## src/rtl/core/wfh_pkg.sv

```systemverilog
// shared types and constants for the write frequency histogram monitor
// no dependencies; used by wfh_log4 and write_frequency_histogram
package wfh_pkg;

  localparam int ADDR_W      = 64;
  localparam int SIZE_W      = 7;
  localparam int CNT_W       = 32;
  localparam int HCNT_W      = 13;
  localparam int NUM_BINS    = 16;
  localparam int BIN_W       = 4;
  localparam int IN_TDATA_W  = 72;
  localparam int OUT_TDATA_W = 32;

  localparam logic [HCNT_W-1:0] HCNT_MAX = {HCNT_W{1'b1}};
  localparam logic [BIN_W-1:0]  LAST_BIN = BIN_W'(NUM_BINS - 1);

  // operation codes carried in tuser
  localparam logic OP_STORE  = 1'b0;
  localparam logic OP_REPORT = 1'b1;

  // one binned counter coming out of the log4 unit
  typedef struct packed {
    logic             vld;
    logic [BIN_W-1:0] bin;
  } bin_upd_t;

endpackage

```

## src/rtl/core/wfh_log4.sv

```systemverilog
// two-stage floor(log4) binning unit for nonzero write counters
// depends on wfh_pkg
module wfh_log4 (
  input  logic                       clk,
  input  logic                       rst,
  input  logic                       in_vld,
  input  logic [wfh_pkg::CNT_W-1:0]  in_cnt,
  output wfh_pkg::bin_upd_t          upd
);

  logic [wfh_pkg::NUM_BINS-1:0] pairs;
  logic [wfh_pkg::NUM_BINS-1:0] pairs_next;
  logic                         s1_vld;
  logic [wfh_pkg::BIN_W-1:0]    enc;

  // one bit per 2-bit digit of the count
  always_comb begin
    for (int k = 0; k < wfh_pkg::NUM_BINS; k++) begin
      pairs_next[k] = |in_cnt[2*k +: 2];
    end
  end

  // highest nonzero digit gives the bin
  always_comb begin
    enc = '0;
    for (int k = 0; k < wfh_pkg::NUM_BINS; k++) begin
      if (pairs[k]) begin
        enc = wfh_pkg::BIN_W'(k);
      end
    end
  end

  always_ff @(posedge clk) begin
    pairs   <= pairs_next;
    upd.bin <= enc;
    if (rst) begin
      s1_vld  <= 1'b0;
      upd.vld <= 1'b0;
    end else begin
      s1_vld  <= in_vld;
      upd.vld <= s1_vld && (|pairs);
    end
  end

endmodule
```

## config.mk

```make
export PLATFORM = sky130hd
export DESIGN_NAME = wfh_log4
export DESIGN_NICKNAME = d
export VERILOG_FILES = /design/src/rtl/core/wfh_pkg.sv /design/src/rtl/core/wfh_log4.sv
export SDC_FILE = /design/constraint.sdc
export NUM_CORES = 1
export LEC_CHECK = 0
export ABC_AREA = 1
export ABC_CLOCK_PERIOD_IN_PS = 1200
export BUFFER_PORTS_ARGS = -buffer_cell sky130_fd_sc_hd__buf_2
export CAP_MARGIN = 25
export CORE_ASPECT_RATIO = 1.2
export CORE_MARGIN = 8
export CORE_UTILIZATION = 45
export CTS_BUF_LIST = sky130_fd_sc_hd__clkbuf_8
export DETAILED_ROUTE_END_ITERATION = 12
export PLACE_DENSITY_LB_ADDON = 0.25
export RECOVER_POWER = 25
export SYNTH_ARGS = -nofsm -noshare
export SYNTH_HDL_FRONTEND = slang
export SYNTH_SLANG_ARGS = --single-unit
```

## constraint.sdc

```tcl
create_clock -name clk -period 1.2 [get_ports clk]
set_input_delay 0.06 -clock clk [delete_from_list [all_inputs] [get_ports clk]]
set_output_delay 0.06 -clock clk [all_outputs]
set_load 0.01 [all_outputs]
```

### Word level (Yosys, flattened, before mapping)

Index checks and enable logic that the tools add are counted.

* register bits: 22
* latch bits: 0
* bits in writable memories: 0
* bits in read-only memories: 0
* output and inout port bits: 5
* logic and storage cells: 42
* memories: 0

* add/subtract/negate cells: 0
* $mul: 0
* divide/modulo/power cells: 0
* $lt $le $gt $ge: 0
* equal/unequal tests: 0
* shifts and indexed selects: 0
* multiplexer cells: 14
* bitwise operators: 0
* reduce and logical (&&, ||, !) cells: 21

Operators by type and width (count)
* $reduce_or 2->1: 17
* $mux 4: 6
* $reduce_or 16->1: 1
* $mux 3: 4
* $reduce_or 8->1: 1
* $mux 2: 2
* $reduce_or 4->1: 1
* $mux 1: 2
* $logic_and 1x1->1: 1

### Logic depth before layout (Yosys ltp)

Gate-level depths: netlist (run 1).

* depth after elaboration: 14
* gate-level depth with buffers: 15
* mapped depth without buffers: 15

### Least setup slack after synthesis (run 1)

Ideal clock, no wire load.

* kind: register to register
* from: register pairs[2] in the netlist's numbering
* to: register upd[0] in the netlist's numbering
* setup time: 0.112 ns
* arrival: 0.918 ns
* setup slack: 0.170 ns
* stages on the path, launching flop included: 16
* buffers on the path: 0
* period minus slack after synthesis: 1.030 ns
* cell sequence: dfxtp_1 > inv_1 > nand2_1 > nand2_1 > nand2_1 > nand2_1 > nand2_1 > nand2_1 > nand2_1 > nand2_1 > nand2_1 > nand2_1 > nand2_1 > nand2_1 > nand2_1 > nand2_1

* cells in the longest elaborated chain, start to end: 13

RTL lines
* start: declaration: line wfh_log4.sv:11 `logic [wfh_pkg::NUM_BINS-1:0] pairs;`
* start signal: assignment: line wfh_log4.sv:34 `pairs <= pairs_next;`
* $mux 4 (6 in series): line wfh_log4.sv:27 `if (pairs[k]) begin`
* $mux 3 (4 in series): line wfh_log4.sv:27
* $mux 2 (2 in series): line wfh_log4.sv:27
* $mux 1: line wfh_log4.sv:27
* end: declaration: line wfh_log4.sv:8 `output wfh_pkg::bin_upd_t upd`

Every way passes these cells.
A chain may end at the register's enable or synchronous reset.

### Worst setup path after layout (run 1)

Same ends and word-level chain as after synthesis.

==> results of run 1 <==
## logic make-up (layout without fill, tap and decap cells)
logic type             after synthesis  in the layout  synth area share [%]
and+or+nand+nor                     44             44                  29.0
buffers and inverters               17             93                  8.56
DFF                                 22             22                  59.1
AOI/OAI and AO/OA                    4              4                  3.36
## cell usage after synthesis (all sizes together)
cell type and instances:
or2 16, o31ai 1, dfxtp 22, inv 17, o21ai 2, nand3 5, nand2 15, o211ai 1
nor2 8
## through the flow
stage / power (W) / cell area [µm²]
floorplan: 0.000840 / 746
global placement: 0.000895 / 963
detailed placement: 0.000901 / 963
CTS: 0.00164 / 1370
global route: 0.00173 / 1360
finish: 0.00166 / 1360
## layout make-up
| type | instances | area [µm²] |
|---|---|---|
| fill | 85 | 239 |
| tap | 18 | 22.5 |
| clock inverter | 1 | 30.0 |
| clock buffer | 3 | 41.3 |
| sequential | 22 | 442 |
| inverter | 17 | 63.8 |
| timing repair buffer | 72 | 522 |
| multi-input combinational | 48 | 241 |
## report_power, final
group          switching (W)  internal (W)  leakage, nW
clock network       0.000234      0.000445       0.0357
logic              0.0000653      0.000136        0.477
registers          0.0000192      0.000765        0.183
## worst min-delay path, delay by kind of cell
| kind | cells | cell delay (ns) |
|---|---|---|
| AND/OR/NAND/NOR | 1 | 0.06 |
| buffers and inverters | 2 | 0.10 |
## worst paths after layout
kind / startpoint / endpoint / cells after the start
setup / recovery: pairs[2] / upd[0] / 15
hold / removal: in_vld / s1_vld / 3
setup reg to reg: pairs[2] / upd[0] / 15
hold reg to reg: s1_vld / upd[4] / 2
## state kept, by name, summed over array words and instances, names as in the netlist
| signal | count |
|---|---|
| pairs | 16 |
| upd | 5 |
| s1_vld | 1 |
## routing by layer
| metal | track usage, % | part of all wire, % | up-vias |
|---|---|---|---|
| met5 | 0 | 0 | - |
| met4 | 6.86 | 1.9 | 0 |
| met3 | 4.66 | 5.8 | 6 |
| met2 | 33.4 | 54 | 32 |
| met1 | 16.1 | 38 | 378 |
| li1 | - | - | 408 |
## repair_timing
action | in CTS | in global routing
hold buffers | 33 | 0
endpoints found under the setup margin | 0 | 1
endpoints found under the hold margin | 18 | 0
gates resized for setup | 0 | 3
==> flow_metrics.tcl, run 1 <==
set metrics [dict create \
    setup_tns_ns -0.0247 \
    crit_type "reg2reg" \
    clk_latency_ns 0.26 \
    clock_skew_ns 0.00131 \
    cp_max_fo 2 \
    mostFrequentLayoutCell "buf_2" \
    drt_iter0_drc 23 \
    first_global_vias 937 \
    violations "negative hold slack, negative setup slack" \
    drc 0 \
    die-height_um 60.6 \
    layout.nets 199 \
    gp_congestion 0.644 \
    areaGrowthSynthToFinish_pct 82.7 \
    ys_types 12 \
    cp.required_ns 1.36 \
    fmax_ghz 0.817 \
    layout_common_cells "buf_2 (36), dlygate4sd3_1 (33), dfxtp_1 (21), or2_1 (16), nand2_1 (15)" \
    worst_slew_pin_slew_ns 0.188 \
    period_share_pct 102 \
    hp-class "in2reg" \
    start_util_pct 46.6 \
    synthCells 87 \
    rsz0062_at_grt "true" \
    place_inst 144 \
    cp_cell_sequence "inv_2 -> nand2_1 -> nand2_1 -> nand2_1 -> nand2_1 -> nand2_1 -> nand2_1 -> nand2_1 -> nand2_1 -> nand2_1 -> nand2_1 -> nand2_1 -> nand2_1 -> nand2_1 -> nand2_1" \
    grt_usage_pct 17.2 \
    r2r_setup_slack_ns -0.02 \
    avgSynthCellArea_um2 8.57 \
    syn_area_um2 746 \
    finalCriticalPeriod_ns 1.22 \
    wirelength_um 2500 \
    ioPinCount 40 \
    clkSlewWorstSetupHoldPaths_ns 0.08 \
    vias_per_cell 4.55 \
    pre_cts_ws_ns 0.0842 \
    holdWs_ns -0.00135 \
    synth_nets 122 \
    dieArea_um2 3220 \
    clock_sinks 22 \
    finalSetupViolations 1 \
    synth_top_area_share_pct 59.1 \
    grt_start_max_net_pins 14 \
    ys_seq_elements 22 \
    antenna_cells 0 \
    endpoint_kind "register" \
    path_delay_family "simple AND/OR/NAND/NOR gates" \
    peakVddDrop_uv 1380 \
    power-per-cell-area_nw_per_um2 1220 \
    vias 824 \
    cap_violations 0 \
    cp_slowest_cell "dfxtp_2" \
    cts_buffers 3 \
    drv_slew 0 \
    cts_buffer_depth 2 \
    antenna_left 0 \
    htree_levels 1 \
    synth_area_leaders "dfxtp_1 (59%), or2_1 (13%), nand2_1 (7.6%)" \
    p_leak_nw 0.695 \
    cp_slowest_stage_delay_ns 0.34 \
    rows 16 \
    ys_seq_area_share_pct 59.1 \
    status "complete, but fails checks" \
    yosys_warnings 0 \
    critPathMostFrequentCell "nand2_1" \
    hold_violations 1 \
    wire_per_inst_um 13.8 \
    yosys.area.top_type "dfxtp_1" \
    worstPathBufferInverterCount 1 \
    cts_tree "done" \
    io_buffer_count 39 \
    grt_pass1_wl_um 4030 \
    slew_headroom_pct 87.4 \
    worst_slack_ns -0.0247 \
    post-route-util_pct 85.1 \
    layout-drive-gt1-share_pct 29.4 \
    core-area_um2 1600 \
    cts-root-buf "clkbuf_8" \
    stdcell_count 181 \
    post_cts_buffers 0 \
    die_w_um 53.2 \
    worst_ep_arrival_time_ns 1.39 \
    dr.pass1.iters 4 \
    overflow 0 \
    antenna_found_initial 0 \
    start_kind "register" \
]
Power figures use the tool's default switching activity.
==> inputs of run 2 (changes only) <==
--- a/config.mk
+++ b/config.mk
@@ -6,16 +6,16 @@
 export NUM_CORES = 1
 export LEC_CHECK = 0
 export ABC_AREA = 1
-export ABC_CLOCK_PERIOD_IN_PS = 1200
+export ABC_CLOCK_PERIOD_IN_PS = 1600
 export BUFFER_PORTS_ARGS = -buffer_cell sky130_fd_sc_hd__buf_2
 export CAP_MARGIN = 25
-export CORE_ASPECT_RATIO = 1.2
 export CORE_MARGIN = 8
-export CORE_UTILIZATION = 45
+export CORE_UTILIZATION = 48
 export CTS_BUF_LIST = sky130_fd_sc_hd__clkbuf_8
 export DETAILED_ROUTE_END_ITERATION = 12
 export PLACE_DENSITY_LB_ADDON = 0.25
 export RECOVER_POWER = 25
+export SETUP_SLACK_MARGIN = 0.3
 export SYNTH_ARGS = -nofsm -noshare
 export SYNTH_HDL_FRONTEND = slang
 export SYNTH_SLANG_ARGS = --single-unit
==> constraint.sdc (replaced) <==
create_clock -name clk -period 1.6 [get_ports clk]
set_input_delay 0.08 -clock clk [delete_from_list [all_inputs] [get_ports clk]]
set_output_delay 0.08 -clock clk [all_outputs]
set_load 0.01 [all_outputs]
==> run 2 against run 1 <==
  * The run now ends clean
  * Count of clock-buffer cells in the layout is the same
  * Via count shrank 18%
  * Non-clock buffer count shrank 21
  * Critical path type unchanged
  * Highest routed layer unchanged
==> flow_metrics.tcl, run 2 (synthesized netlist as in run 1, its figures left out) <==
set metrics [dict create \
    clock_sinks 22 \
    power.share.combinational_pct 10.2 \
    cp_slowest_cell "dfxtp_1" \
    period_share_pct 69.3 \
    multiInputGateArea_um2 241 \
    seqPwrFrac_pct 58.3 \
    die_w_um 55.4 \
    dr.pass1.iters 1 \
    core-area_um2 1490 \
    worst_slew_pin_slew_ns 0.199 \
    cts_buffer_depth 2 \
    place_inst 142 \
    crit_type "reg2reg" \
    wire_per_inst_um 10.3 \
    clkSlewWorstSetupHoldPaths_ns 0.07 \
    critPathMostFrequentCell "nand2_1" \
    dieArea_um2 3070 \
    grt_pass1_wl_um 2630 \
    stdcell_count 157 \
    drc 0 \
    layout-drive-gt1-share_pct 33.3 \
    htree_levels 1 \
    cts_buffers 3 \
    vias 679 \
    vias_per_cell 4.32 \
    regMostFlops "pairs" \
    place_hpwl_um 1190 \
    ioPinCount 40 \
    drv_slew 0 \
    worst_slack_ns 0.491 \
    switching_power_w 0.000193 \
    layout.nets 178 \
    rsz0062_at_grt "false" \
    first_global_vias 698 \
    power-per-cell-area_nw_per_um2 894 \
    hold_violations 0 \
    pre_cts_ws_ns 0.485 \
    rows 14 \
    regArea_um2 440 \
    worst_ep_arrival_time_ns 1.26 \
    peakVddDrop_uv 676 \
    layout_common_cells "buf_2 (39), dfxtp_1 (22), or2_1 (16), nand2_1 (15), inv_1 (13)" \
    p_leak_nw 0.602 \
    start_kind "register" \
    mostFrequentLayoutCell "buf_2" \
    endpoint_kind "register" \
    drt_iter0_drc 0 \
    areaGrowthSynthToFinish_pct 50.5 \
    clock_skew_ns 0.00110 \
    die-height_um 55.4 \
    slew_headroom_pct 86.6 \
    post_cts_buffers 0 \
    clk_latency_ns 0.25 \
    largest_register_ffs 16 \
    cp_slowest_stage_delay_ns 0.33 \
    overflow 0 \
    wirelength_um 1620 \
    finalSetupViolations 0 \
    netSwitchingFraction_pct 19.3 \
    post-route-util_pct 75.4 \
    status "complete, no violations" \
    cap_violations 0 \
    grt_usage_pct 10.3 \
    antenna_cells 0 \
    cp_cell_sequence "inv_1 -> nand2_1 -> nand2_1 -> nand2_1 -> nand2_1 -> nand2_1 -> nand2_1 -> nand2_1 -> nand2_1 -> nand2_1 -> nand2_1 -> nand2_1 -> nand2_1 -> nand2_1 -> nand2_1" \
    start_util_pct 50.1 \
    hp-class "in2reg" \
    p_clk_share_pct 31.5 \
    reg_top3 "pairs x16, upd x5, s1_vld x1" \
    antenna_found_initial 0 \
    fill_cells 108 \
    cts_tree "done" \
    cp.required_ns 1.75 \
    fmax_ghz 0.902 \
    internal-power_w 0.000810 \
    gp_congestion 0.716 \
    grt_start_max_net_pins 12 \
    io_buffer_count 39 \
    setup_tns_ns 0 \
    finalCriticalPeriod_ns 1.11 \
    cts-root-buf "clkbuf_8" \
    cp_max_fo 2 \
    antenna_left 0 \
]
-- run 2: changes by cell type in the layout (fill, tap and decap cells not counted), sizes merged --
cell,delta
dlygate4sd3,-21
buf,+3
clkbuf,-3
bufinv,-1
-- run 2: routing by layer --
layer | global-route usage [%] | vias to the layer above | wire (µm)
li1 | - | 364 | -
met1 | 9.02 | 287 | 594
met2 | 18.6 | 23 | 878
met3 | 4.57 | 5 | 111
met4 | 6.34 | 0 | 31
met5 | 0 | - | 0
-- run 2: final timing paths --
path                   start       end  slack, ns  depth (start not counted)
setup reg to reg    pairs[2]    upd[0]       0.49                         15
setup / recovery    pairs[2]    upd[0]       0.49                         15
hold / removal    in_cnt[16]  pairs[8]      0.003                          2
hold reg to reg       s1_vld    upd[4]       0.44                          2
-- run 2: worst max-delay path, delay by kind of cell (launching register included) --
kind          cells  cell delay (ns)
simple gates     14             0.65
flops             1             0.33
buf+inv           1             0.05
-- run 2: power groups by stage --
stage | combinational [W] | sequential [W] | clock (W)
finish | 0.000102 | 0.000585 | 0.000316
global route | 0.000115 | 0.000587 | 0.000347
floorplan | 0.0000331 | 0.000597 | 0
global placement | 0.0000752 | 0.000597 | 0
CTS | 0.000101 | 0.000585 | 0.000326
detailed placement | 0.0000794 | 0.000597 | 0
-- run 2: per-stage QoR --
| step | power [W] | hold WS (ns) | instance area, µm² |
|---|---|---|---|
| after floorplan | 0.000630 | 0.151 | 746 |
| after global placement | 0.000672 | 0.251 | 961 |
| after detailed placement | 0.000677 | 0.253 | 961 |
| after CTS | 0.00101 | 0.00100 | 1110 |
| after global routing | 0.00105 | 0.00348 | 1120 |
| final | 0.00100 | 0.00284 | 1120 |
-- run 2: cell type report --
class	instances	share of cell area, %
timing repair buffer	51	28.1
clock buffer	3	3.68
inverter	17	5.69
tap	16	1.78
multi-input combinational	48	21.5
sequential	22	39.2
-- run 2: repair_timing --
action / CTS / global route
endpoints found under the hold margin: 10 / 1
gates resized for setup: 0 / 0
hold buffers: 11 / 1
